===== config.mk =====
export PLATFORM = sky130hd
export DESIGN_NAME = multi_channel_software_timer_table_top
export DESIGN_NICKNAME = d
export VERILOG_FILES = /design/src/mctt_pkg.sv /design/src/multi_channel_software_timer_table_top.sv /design/src/mctt_mem.sv /design/src/mctt_mod.sv
export SDC_FILE = /design/constraint.sdc
export NUM_CORES = 2
export LEC_CHECK = 0
export ABC_AREA = 1
export BUFFER_PORTS_ARGS = -buffer_cell sky130_fd_sc_hd__buf_2
export CAP_MARGIN = 5
export CORE_ASPECT_RATIO = 0.6
export CORE_MARGIN = 2
export CORE_UTILIZATION = 55
export DETAILED_ROUTE_END_ITERATION = 10
export MAX_ROUTING_LAYER = met4
export PLACE_DENSITY_LB_ADDON = 0.08
export SYNTH_ARGS = -nofsm -noshare
export SYNTH_HDL_FRONTEND = slang
export SYNTH_SLANG_ARGS = --single-unit

===== constraint.sdc =====
create_clock -name clock -period 17 [get_ports clock]
set_input_delay 0.85 -clock clock [delete_from_list [all_inputs] [get_ports clock]]
set_output_delay 0.85 -clock clock [all_outputs]
set_load 0.02 [all_outputs]

===== src/mctt_pkg.sv =====
package mctt_pkg;

   localparam logic [1:0] OP_TICK   = 2'd0;
   localparam logic [1:0] OP_ADD    = 2'd1;
   localparam logic [1:0] OP_REMOVE = 2'd2;

   localparam logic [2:0] EV_FIRED    = 3'd0;
   localparam logic [2:0] EV_DONE     = 3'd1;
   localparam logic [2:0] EV_ADDED    = 3'd2;
   localparam logic [2:0] EV_FULL     = 3'd3;
   localparam logic [2:0] EV_REMOVED  = 3'd4;
   localparam logic [2:0] EV_NOTFOUND = 3'd5;

   // memory port strobes
   typedef struct packed {
      logic wr_en;
      logic rd_en;
   } mctt_mem_ctl_type;

endpackage


===== src/multi_channel_software_timer_table_top.sv =====
// Table of NUM_TIMERS periodic or one-shot timers. An add takes the lowest free slot
// and answers with added (preceded by fired when fire_now is set) or table full; a
// remove answers removed or not found. A tick walks every slot in order through the
// single timer memory: an inactive slot is skipped, an active slot is read and checked,
// a slot that fires gives one fired item, and a repeating slot that fires with a nonzero
// interval first has its elapsed time folded by the bit-serial remainder unit; then
// one done item follows. One item is worked on at a time.
module multi_channel_software_timer_table_top import mctt_pkg::*; #(
   parameter int NUM_TIMERS = 16,
   parameter int TIME_WIDTH = 32
) (
   input  logic        clock,
   input  logic        reset,
   input  logic        req_valid,
   output logic        req_ready,
   input  logic [1:0]  req_opcode,
   input  logic [31:0] req_delta,
   input  logic [31:0] req_period,
   input  logic        req_repeat_req,
   input  logic        req_fire_now,
   input  logic [3:0]  req_slot,
   output logic        rsp_valid,
   input  logic        rsp_ready,
   output logic [2:0]  rsp_event_kind,
   output logic [3:0]  rsp_handle,
   output logic        rsp_last
);

   localparam int SW = (NUM_TIMERS > 1) ? $clog2(NUM_TIMERS) : 1;
   localparam int CW = $clog2(NUM_TIMERS + 1);
   localparam int XW = (TIME_WIDTH > 32) ? TIME_WIDTH : 32;
   localparam int TW = TIME_WIDTH;

   typedef enum logic [2:0] {
      S_IDLE, S_SCAN, S_CALC, S_DSTART, S_DIV, S_TFIRE, S_ADDF, S_RESP
   } state_type;

   state_type               state_ff;
   logic [NUM_TIMERS-1:0]   active_ff;
   logic [CW-1:0]           idx_ff;
   logic [TW-1:0]           delta_ff;
   logic [TW-1:0]           e_ff;
   logic [TW-1:0]           iv_ff;
   logic                    rep_ff;
   logic [SW-1:0]           add_idx_ff;
   logic [2:0]              pend_kind_ff;
   logic [3:0]              pend_handle_ff;
   logic                    rsp_valid_ff;
   logic [2:0]              rsp_kind_ff;
   logic [3:0]              rsp_handle_ff;
   logic                    rsp_last_ff;

   logic                    accept;
   logic                    out_free;
   logic                    rsp_load;
   logic [TW-1:0]           delta_sat;
   logic [TW-1:0]           period_sat;
   logic [XW-1:0]           tmax_x;
   logic                    free_found;
   logic [SW-1:0]           free_idx;
   logic [6:0]              slot_x;
   logic                    rm_hit;
   logic [SW-1:0]           idx;
   logic                    idx_end;

   // memory side
   mctt_mem_ctl_type        mem_ctl;
   logic [SW-1:0]           mem_waddr;
   logic [2*TW:0]           mem_wdata;
   logic [2*TW:0]           mem_rdata;
   logic                    m_rep;
   logic [TW-1:0]           m_iv;
   logic [TW-1:0]           m_e;
   logic [TW:0]             sum;
   logic [TW-1:0]           esum;
   logic                    fire;
   logic                    fold;

   // remainder unit
   logic                    div_start;
   logic                    div_busy;
   logic                    div_done;
   logic [TW-1:0]           div_rem;

   assign accept   = req_valid && req_ready;
   assign out_free = !rsp_valid_ff || rsp_ready;
   assign idx      = idx_ff[SW-1:0];
   assign idx_end  = (idx_ff == CW'(NUM_TIMERS));

   // an output item is loaded in the emitting states once the register is free
   assign rsp_load = out_free && (state_ff inside {S_TFIRE, S_ADDF, S_RESP});

   // input times saturate to the time width
   assign tmax_x     = XW'({TW{1'b1}});
   assign delta_sat  = (XW'(req_delta) > tmax_x) ? {TW{1'b1}} : TW'(req_delta);
   assign period_sat = (XW'(req_period) > tmax_x) ? {TW{1'b1}} : TW'(req_period);

   // lowest free slot
   always_comb begin
      free_found = 1'b0;
      free_idx   = '0;
      for (int i = NUM_TIMERS - 1; i >= 0; i--) begin
         if (!active_ff[i]) begin
            free_found = 1'b1;
            free_idx   = SW'(i);
         end
      end
   end

   // remove lookup, slots past the table count as not found
   assign slot_x = 7'(req_slot);
   assign rm_hit = (slot_x < 7'(NUM_TIMERS)) && active_ff[slot_x[SW-1:0]];

   // entry read back in the cycle after the scan issues it
   assign m_rep = mem_rdata[2*TW];
   assign m_iv  = mem_rdata[2*TW-1:TW];
   assign m_e   = mem_rdata[TW-1:0];
   assign sum   = {1'b0, m_e} + {1'b0, delta_ff};
   assign esum  = sum[TW] ? {TW{1'b1}} : sum[TW-1:0];
   assign fire  = esum > m_iv;
   assign fold  = fire && m_rep && (m_iv != '0);

   always_comb begin
      mem_ctl   = '0;
      mem_waddr = idx;
      mem_wdata = {m_rep, m_iv, esum};
      div_start = 1'b0;
      case (state_ff)
         S_IDLE: begin
            if (accept && req_opcode == OP_ADD && free_found) begin
               mem_ctl.wr_en = 1'b1;
               mem_waddr     = free_idx;
               mem_wdata     = {req_repeat_req, period_sat, {TW{1'b0}}};
            end
         end
         S_SCAN: begin
            mem_ctl.rd_en = !idx_end && active_ff[idx];
         end
         S_CALC: begin
            // folding slots are written once the remainder is back
            mem_ctl.wr_en = !fold;
            if (fire && m_rep) begin
               mem_wdata = {m_rep, m_iv, {TW{1'b0}}};
            end
         end
         S_DSTART: begin
            div_start = 1'b1;
         end
         S_DIV: begin
            mem_ctl.wr_en = div_done;
            mem_wdata     = {rep_ff, iv_ff, div_rem + 1'b1};
         end
         default: begin
         end
      endcase
   end

   mctt_mem #(
      .NUM_TIMERS (NUM_TIMERS),
      .TIME_WIDTH (TIME_WIDTH),
      .SW         (SW)
   ) u_mem (
      .clock   (clock),
      .ctl     (mem_ctl),
      .wr_addr (mem_waddr),
      .wr_data (mem_wdata),
      .rd_addr (idx),
      .rd_data (mem_rdata)
   );

   // (elapsed - 1) mod interval
   mctt_mod #(
      .TIME_WIDTH (TIME_WIDTH)
   ) u_mod (
      .clock     (clock),
      .reset     (reset),
      .start     (div_start),
      .dividend  (e_ff - 1'b1),
      .divisor   (iv_ff),
      .busy      (div_busy),
      .done      (div_done),
      .remainder (div_rem)
   );

   always_ff @(posedge clock) begin
      if (reset) begin
         state_ff     <= S_IDLE;
         active_ff    <= '0;
         idx_ff       <= '0;
         rsp_valid_ff <= 1'b0;
      end else begin
         if (rsp_load) begin
            rsp_valid_ff <= 1'b1;
         end else if (rsp_valid_ff && rsp_ready) begin
            rsp_valid_ff <= 1'b0;
         end
         case (state_ff)
            S_IDLE: begin
               if (accept) begin
                  case (req_opcode)
                     OP_TICK: begin
                        delta_ff <= delta_sat;
                        idx_ff   <= '0;
                        state_ff <= S_SCAN;
                     end
                     OP_ADD: begin
                        if (free_found) begin
                           active_ff[free_idx] <= 1'b1;
                           add_idx_ff          <= free_idx;
                           pend_kind_ff        <= EV_ADDED;
                           pend_handle_ff      <= 4'(free_idx);
                           state_ff            <= req_fire_now ? S_ADDF : S_RESP;
                        end else begin
                           pend_kind_ff   <= EV_FULL;
                           pend_handle_ff <= 4'd0;
                           state_ff       <= S_RESP;
                        end
                     end
                     OP_REMOVE: begin
                        pend_handle_ff <= req_slot;
                        if (rm_hit) begin
                           active_ff[slot_x[SW-1:0]] <= 1'b0;
                           pend_kind_ff              <= EV_REMOVED;
                        end else begin
                           pend_kind_ff <= EV_NOTFOUND;
                        end
                        state_ff <= S_RESP;
                     end
                     default: begin
                        // unused opcode, dropped
                     end
                  endcase
               end
            end
            S_SCAN: begin
               if (idx_end) begin
                  pend_kind_ff   <= EV_DONE;
                  pend_handle_ff <= 4'd0;
                  state_ff       <= S_RESP;
               end else if (active_ff[idx]) begin
                  state_ff <= S_CALC;
               end else begin
                  idx_ff <= idx_ff + 1'b1;
               end
            end
            S_CALC: begin
               e_ff   <= esum;
               iv_ff  <= m_iv;
               rep_ff <= m_rep;
               if (!fire) begin
                  idx_ff   <= idx_ff + 1'b1;
                  state_ff <= S_SCAN;
               end else if (fold) begin
                  state_ff <= S_DSTART;
               end else begin
                  if (!m_rep) begin
                     active_ff[idx] <= 1'b0;
                  end
                  state_ff <= S_TFIRE;
               end
            end
            S_DSTART: begin
               state_ff <= S_DIV;
            end
            S_DIV: begin
               if (div_done) begin
                  state_ff <= S_TFIRE;
               end
            end
            S_TFIRE: begin
               if (out_free) begin
                  rsp_kind_ff   <= EV_FIRED;
                  rsp_handle_ff <= 4'(idx);
                  rsp_last_ff   <= 1'b0;
                  idx_ff        <= idx_ff + 1'b1;
                  state_ff      <= S_SCAN;
               end
            end
            S_ADDF: begin
               if (out_free) begin
                  rsp_kind_ff   <= EV_FIRED;
                  rsp_handle_ff <= 4'(add_idx_ff);
                  rsp_last_ff   <= 1'b0;
                  state_ff      <= S_RESP;
               end
            end
            S_RESP: begin
               if (out_free) begin
                  rsp_kind_ff   <= pend_kind_ff;
                  rsp_handle_ff <= pend_handle_ff;
                  rsp_last_ff   <= 1'b1;
                  state_ff      <= S_IDLE;
               end
            end
            default: begin
               state_ff <= S_IDLE;
            end
         endcase
      end
   end

   assign req_ready      = (state_ff == S_IDLE);
   assign rsp_valid      = rsp_valid_ff;
   assign rsp_event_kind = rsp_kind_ff;
   assign rsp_handle     = rsp_handle_ff;
   assign rsp_last       = rsp_last_ff;

`ifndef NO_ASSERTIONS
   // the remainder unit only reports while the scan waits on it
   a_div_done_in_div: assert property (@(posedge clock) disable iff (reset)
      div_done |-> state_ff == S_DIV)
      else $error("remainder done outside fold wait");

   // no new item while a fold is still running
   a_idle_not_busy: assert property (@(posedge clock) disable iff (reset)
      req_ready |-> !div_busy)
      else $error("ready while remainder unit busy");

   // only fire items precede the final item of a request
   a_not_last_is_fire: assert property (@(posedge clock) disable iff (reset)
      rsp_valid && !rsp_last |-> rsp_event_kind == EV_FIRED)
      else $error("non-final item that is not a fire");

   // a tick, or an add to a full table, closes with handle zero as the final item
   a_done_handle: assert property (@(posedge clock) disable iff (reset)
      rsp_valid && (rsp_event_kind == EV_DONE || rsp_event_kind == EV_FULL)
         |-> rsp_handle == 4'd0 && rsp_last)
      else $error("done or full item malformed");
`endif

endmodule


===== src/mctt_mem.sv =====
module mctt_mem import mctt_pkg::*; #(
   parameter int NUM_TIMERS = 16,
   parameter int TIME_WIDTH = 32,
   parameter int SW = (NUM_TIMERS > 1) ? $clog2(NUM_TIMERS) : 1
) (
   input  logic                    clock,
   input  mctt_mem_ctl_type        ctl,
   input  logic [SW-1:0]           wr_addr,
   input  logic [2*TIME_WIDTH:0]   wr_data,
   input  logic [SW-1:0]           rd_addr,
   output logic [2*TIME_WIDTH:0]   rd_data
);

   // entry: {repeat, interval, elapsed}
   logic [2*TIME_WIDTH:0] mem [NUM_TIMERS];
   logic [2*TIME_WIDTH:0] rd_data_ff;

   always_ff @(posedge clock) begin
      if (ctl.wr_en) begin
         mem[wr_addr] <= wr_data;
      end
      if (ctl.rd_en) begin
         rd_data_ff <= mem[rd_addr];
      end
   end

   assign rd_data = rd_data_ff;

endmodule


===== src/mctt_mod.sv =====
module mctt_mod #(
   parameter int TIME_WIDTH = 32
) (
   input  logic                  clock,
   input  logic                  reset,
   input  logic                  start,
   input  logic [TIME_WIDTH-1:0] dividend,
   input  logic [TIME_WIDTH-1:0] divisor,
   output logic                  busy,
   output logic                  done,
   output logic [TIME_WIDTH-1:0] remainder
);

   localparam int CW = $clog2(TIME_WIDTH + 1);

   logic [CW-1:0]         cnt_ff;
   logic                  run_ff;
   logic                  done_ff;
   logic [TIME_WIDTH-1:0] rem_ff;
   logic [TIME_WIDTH-1:0] sh_ff;
   logic [TIME_WIDTH-1:0] div_ff;
   logic [TIME_WIDTH:0]   trial;
   logic [TIME_WIDTH:0]   rem_in;

   // restoring remainder, one dividend bit per cycle
   always_comb begin
      trial = {rem_ff, sh_ff[TIME_WIDTH-1]};
      if (trial >= {1'b0, div_ff}) begin
         rem_in = trial - {1'b0, div_ff};
      end else begin
         rem_in = trial;
      end
   end

   always_ff @(posedge clock) begin
      if (reset) begin
         run_ff  <= 1'b0;
         done_ff <= 1'b0;
         cnt_ff  <= '0;
      end else begin
         done_ff <= !start && run_ff && (cnt_ff == CW'(1));
         if (start) begin
            run_ff <= 1'b1;
            cnt_ff <= CW'(TIME_WIDTH);
            rem_ff <= '0;
            sh_ff  <= dividend;
            div_ff <= divisor;
         end else if (run_ff) begin
            rem_ff <= rem_in[TIME_WIDTH-1:0];
            sh_ff  <= sh_ff << 1;
            cnt_ff <= cnt_ff - 1'b1;
            if (cnt_ff == CW'(1)) begin
               run_ff <= 1'b0;
            end
         end
      end
   end

   assign busy      = run_ff;
   assign done      = done_ff;
   assign remainder = rem_ff;

endmodule

# Yosys cells after proc, flatten, opt, wreduce, memory -nomap -nowiden
# Memories as Yosys holds them, arrays and structs flattened. A register that Yosys moved wholly into a read port is not among the register bits.
# Index checks and enable logic that the tools add are counted.
[op_classes]
bitwise_logic = 6
n_reduce_logical = 42
eq_ne = 30
n_mux = 114
n_lt_le_gt_ge = 11
addsub = 6
[op_table]
columns = ["operator", "n"]
rows = [
  ["$mux 32", 7],
  ["$pmux 65 s3", 1],
  ["$mux 16", 6],
  ["$mux 4", 24],
  ["$mux 65", 1],
  ["$gt 32x32->1 const B", 2],
  ["$pmux 16 s2", 2],
  ["$mux 1", 37],
  ["$mux 3", 12],
  ["$add 32x32->33", 1],
  ["$ge 33x32->1", 1],
  ["$add 32x1->32 const B", 1],
  ["$and 16x16->16", 2],
  ["$gt 32x32->1", 1],
  ["$not 16->16", 2],
  ["$reduce_bool 32->1", 1],
  ["$sub 32x1->32 const B", 1],
  ["$sub 32x32->32", 1],
  ["$mux 5", 6],
  ["$pmux 3 s8", 1],
  ["$lt 4x5->1 const B", 4],
  ["$ne 2x2->1 const B", 10],
  ["$pmux 5 s4", 1],
  ["$pmux 3 s2", 3],
  ["38 further kinds", 81],
]
[word_totals]
ff_bits = 245
wordCells = 231
out_inout_bits = 10
memories = 1
ramBits = 1040
[memory_table]
columns = ["name", "words", "word_bits", "read_ports", "rd_ports_with_merged_regs", "wr", "line", "rtl"]
rows = [
  ["u_mem.mem", 16, 65, 1, 1, 1, "mctt_mem.sv:15", "logic [2*TIME_WIDTH:0] mem [NUM_TIMERS];"],
]

# Depth between registers and ports, before layout
[depth]
word_depth = 25
depth_mapped = 29

# By module
# From an unflattened synthesis, not the netlist that was laid out.
[unflattened]
cells_unflattened = 6788
hier_area_um2 = 64934.8
[modules_own_cells]
columns = ["module", "seq_area_each_um2", "area_per_inst_um2", "cells_each", "instances"]
rows = [
  ["mctt_mem", 33181.8, 46583.4, 4276, 1],
  ["multi_channel_software_timer_table_top", 3983.8, 11314.6, 1545, 1],
  ["mctt_mod", 3042.9, 7036.7, 967, 1],
]

# Worst setup path after synthesis
# No wires, ideal clock.
[synth_path]
kind = "reg2reg"
from = "register delta_ff[0]"
to = "memory u_mem.mem[10][0] (netlist name) (enable)"
t_required_ns = 16.511
stages_incl_launch_ff = 28
path_slack_ns = 10.269
t_arrival_ns = 6.242
period_less_slack_ns = 6.731
n_path_buf = 2
path_cell_list = "edfxtp_1 > ha_1 > fa_1 > nand2_1 > a31oi_2 > a31oi_1 > o21bai_1 > nand2_1 > nand2_1 > inv_2 > buf_4 > buf_6 > nand2_1 > ha_1 > nand2_1 > nor2_1 > inv_1 > nor2_1 > inv_1 > nor4_1 > nand4_1 > nand2_2 > nor2_1 > nand2_1 > nand2_1 > nand2_1 > nand3_1 > nor2_1"
[synth_between]
elab_chain_len = 9
[synth_lines]
columns = ["element", "line", "rtl"]
rows = [
  ["start, declared", "multi_channel_software_timer_table_top.sv:41", "logic [TW-1:0] delta_ff;"],
  ["start signal, assigned", "multi_channel_software_timer_table_top.sv:202", "delta_ff <= delta_sat;"],
  ["$add 32x32->33", "multi_channel_software_timer_table_top.sv:118", "assign sum = {1'b0, m_e} + {1'b0, delta_ff};"],
  ["$mux 32", "multi_channel_software_timer_table_top.sv:119", "assign esum = sum[TW] ? {TW{1'b1}} : sum[TW-1:0];"],
  ["net esum[15]", "multi_channel_software_timer_table_top.sv:75", "logic [TW-1:0] esum;"],
  ["$gt 32x32->1", "multi_channel_software_timer_table_top.sv:120", "assign fire = esum > m_iv;"],
  ["$logic_and 1x1->1 (2 in series)", "multi_channel_software_timer_table_top.sv:121", "assign fold = fire && m_rep && (m_iv != '0);"],
  ["$logic_not 1->1", "multi_channel_software_timer_table_top.sv:141", "mem_ctl.wr_en = !fold;"],
  ["$pmux 1 s3", "multi_channel_software_timer_table_top.sv:128", "case (state_ff)"],
  ["$mux 1", "mctt_mem.sv:19", "if (ctl.wr_en) begin"],
  ["$mux 1 (implied by the code)", "mctt_mem.sv:20", "mem[wr_addr] <= wr_data;"],
  ["end, declared", "mctt_mem.sv:15", ""],
]
# The timed path passes the listed nets, and every way through them passes these cells.

# Final worst setup path
[layout_path]
from = "register delta_ff[0]"
to = "memory u_mem.mem[9][60] (netlist name) (enable)"
# Same word-level chain as after synthesis.

==> impl_results.md <==
* Outcome: complete, no violations
* DR iter-0 viols at 6,108
* Post-synthesis average cell area at 11.5 um2
* Worst-margin pin slew at 1.29 ns
* Required time of the worst setup path at 17.37 ns
* Power Total at 10.3 mW
* Hold Path End: delta_ff[18]$_DFFE_PP_
* Most frequent cell after synthesis: edfxtp_1
* Synth Instances at 5,090
* Tot GR Track Use at 0.334
* Net Count, Synth at 5,275
* Flop2flop setup slack at 10.08 ns
* Hold Crit Start: req_delta[18]
* Clock transition at path regs at 0.07 ns
* Layout cells sized above 1 at 0.0883
* Synth Warn # at 0
* CTS tree: yes
* Seq/Total Area, Yosys at 0.686
* Detailed-route wire length at 179,000 um
* Post-CTS resize count at 0
* Vias per cell at 6.17
* Commonest cells in the netlist: edfxtp_1, nand2_1, nor2_1, o21ai_0, o22ai_1
* Core ar. at 0.105 mm2
* R2r worst-path depth at 24
* TritonRoute pass-1 iters at 6
* Final setup fails at 0
* CP Max Fanout at 44
* Filler cells at 8,344
* H-Tree Depth at 3
* Peak supply drop at 0.106 mV
* First-pass GRT wire length at 258,000 um
* Initial core utilization at 0.557
* Largest net degree at the start of global routing at 215
* Post-synth EDFFs at 1,317
* R2r endpoint: u_mem.mem[9][60]$_DFFE_PP_
* Main area contributors after synthesis: edfxtp_1, o21ai_0, nand2_1
* Vias at 40,958
* DIE AREA at 0.109 mm2
* IO buf count at 85
* Area leader, netlist: edfxtp_1
* Vias in the first global route at 37,063
* CP endpoint kind: flip-flop
* Max Fclk at 144 MHz
* Root buf cell: clkbuf_16
* RePlAce Congestion at 1.01
* Final min period at 6.92 ns
* Power per standard cell area at 159 mW/mm2
* Setup CP Type: flip-flop to flip-flop
* DR WL/cell at 26.9 um
* Synth Cell Area at 0.0586 mm2
* Most common flop cell mapped by yosys: edfxtp_1
* Max_cap viols at 0
* Tcrit/Tclk final at 0.407
* Number of I/O pins at 86
* Post-detail-place hpwl at 118,000 um
* Chip height at 257 um
* Post-synth ARST share at 0
* Startpoint types: flip-flop
* Number of distinct library cells after synthesis at 61
* RSZ-0062 raised after global routing: no
* Fin Hold WS at 0.265 ns
* CTS Buffer Depth at 3
* LEAKAGE at 22.3 nW
* Final Hold Fails at 0
* FP Rows at 92
* R2r startpoint: delta_ff[0]$_DFFE_PP_
* Hold_buf cts at 0
* GRT overflow at 0
* CP Data Arrival Time at 7.29 ns
* Num CTS Buffers at 119
* Hold Path Depth at 1
* Setup Skew at 0.0454 ns
* Rel. slew slack at 0.138
* Final setup TNS at 0 ns
* P&R area growth vs syn at 10.3%
* Clock Sinks at 1,350
* Area taken by flip-flops and latches at 0.0402 mm2
* Post-CTS Setup Inserts at 0
* Initial antenna violation count at 8
* Detail Route Antenna Nets at 0
* Multi-input logic area at 0.0167 mm2
* # DRC at 0
* Synth top area share at 0.675
* Die width at 426 um
* Min-delay worst type: primary input to flip-flop
* Final Max Tran Viols at 0
* Final #Nets at 5,314
* Worst-Skew Late Latency at 0.76 ns
* #FFs+latches synth at 1,350
[power by group]
group          total, mW  leakage, nW  internal, mW  switching [mW]
Clock               2.77         1.92          1.52            1.25
Combinational       2.94         8.21         0.676            2.27
Sequential          4.58         12.2          4.43           0.142
[worst max-delay path by stage]
stage	slack, ns	cells past startpoint	start	end
2_1_floorplan	10.27	27	delta_ff[0]$_DFFE_PP_	u_mem.mem[10][0]$_DFFE_PP_
3_3_place_gp	10.39	24	delta_ff[0]$_DFFE_PP_	u_mem.mem[9][60]$_DFFE_PP_
3_5_place_dp	10.26	26	delta_ff[0]$_DFFE_PP_	u_mem.mem[9][61]$_DFFE_PP_
4_1_cts	10.24	26	delta_ff[0]$_DFFE_PP_	u_mem.mem[1][22]$_DFFE_PP_
5_1_grt	9.65	26	delta_ff[0]$_DFFE_PP_	u_mem.mem[9][47]$_DFFE_PP_
6_report	10.08	24	delta_ff[0]$_DFFE_PP_	u_mem.mem[9][60]$_DFFE_PP_
[logic make-up (layout without fill, tap and decap cells)]
logic type,Yosys count,count (layout),share of synthesized area
AND/OR/NAND/NOR,1771,1771,0.125
AO/OA/AOI/OAI,1279,1279,0.122
buffers and inverters,514,654,0.0343
adder cells (fa/ha/maj),109,109,0.0235
other,0,3,0
XOR/XNOR,67,67,0.0100
flip-flops,1350,1350,0.686
[state kept, by name, indices dropped and copies added (netlist names), 6 cells and up]
register         count
u_mem.mem         1040
u_mem.rd_data       65
delta_ff            32
e_ff                32
iv_ff               32
u_mod.div_ff        32
u_mod.remainder     32
u_mod.sh_ff         32
active_ff           16
u_mod.cnt_ff         6
[metrics by stage]
step	instance area (um2)	util	worst slack, ns	std cells
finish	64700	0.614	10.08	6643
global route	64700	0.614	9.65	6643
CTS	64700	0.614	10.24	6639
detailed placement	60800	0.577	10.26	6417
global placement	60800	0.577	10.39	6417
floorplan	58600	-	10.27	5090
[per-layer routing]
metal / global-route usage / wire, um / vias to the layer above / share of wire
met3: 0.0685 / 18900 / 212 / 0.11
met5: - / 0 / - / 0
met2: 0.452 / 75700 / 2164 / 0.42
met1: 0.513 / 79600 / 20058 / 0.45
li1: - / - / 18524 / -
met4: 0.0855 / 4420 / 0 / 0.025
[cell type report]
cell class / instances / area share
Timing Repair Buffer: 173 / 0.0174
Clock inverter: 85 / 0.0128
Tap cell: 1410 / 0.0273
Antenna cell: 3 / 0.000116
Sequential cell: 1350 / 0.622
Multi-Input combinational cell: 3226 / 0.258
Inverter: 259 / 0.0153
Clock buffer: 137 / 0.0477
[layout by cell type (no fill, tap or decap), drive strengths merged, types with 39 or more instances in the layout]
cell / instances
clkbuf: 137
a21oi: 197
buf: 173
nand2: 772
ha: 107
o22ai: 268
inv: 263
nor3: 39
edfxtp: 1317
o211ai: 43
nand3: 80
o21ai: 682
clkinv: 60
nor2: 741
nand4: 102
[worst max-delay path: stages, from the launching register on]
cell and delay [ns]:
edfxtp_1 0.37, ha_1 0.24, fa_1 0.41, nand2_1 0.12
a31oi_2 0.19, a31oi_1 0.51, o21ai_1 0.23, xnor2_1 0.50
nand2_1 0.21, ha_1 0.33, nand2_1 0.06, nor2_1 0.16
inv_1 0.06, nor2_1 0.10, inv_1 0.08, nor4_1 0.21
nand4_1 0.20, nand2_2 0.15, nor2_1 0.08, nand2_1 0.10
nand2_1 0.07, nand2_1 0.23, nand3_1 0.36, nor2_4 0.78
buf_4 0.73
No activity file was read; power rests on OpenSTA's default activity.
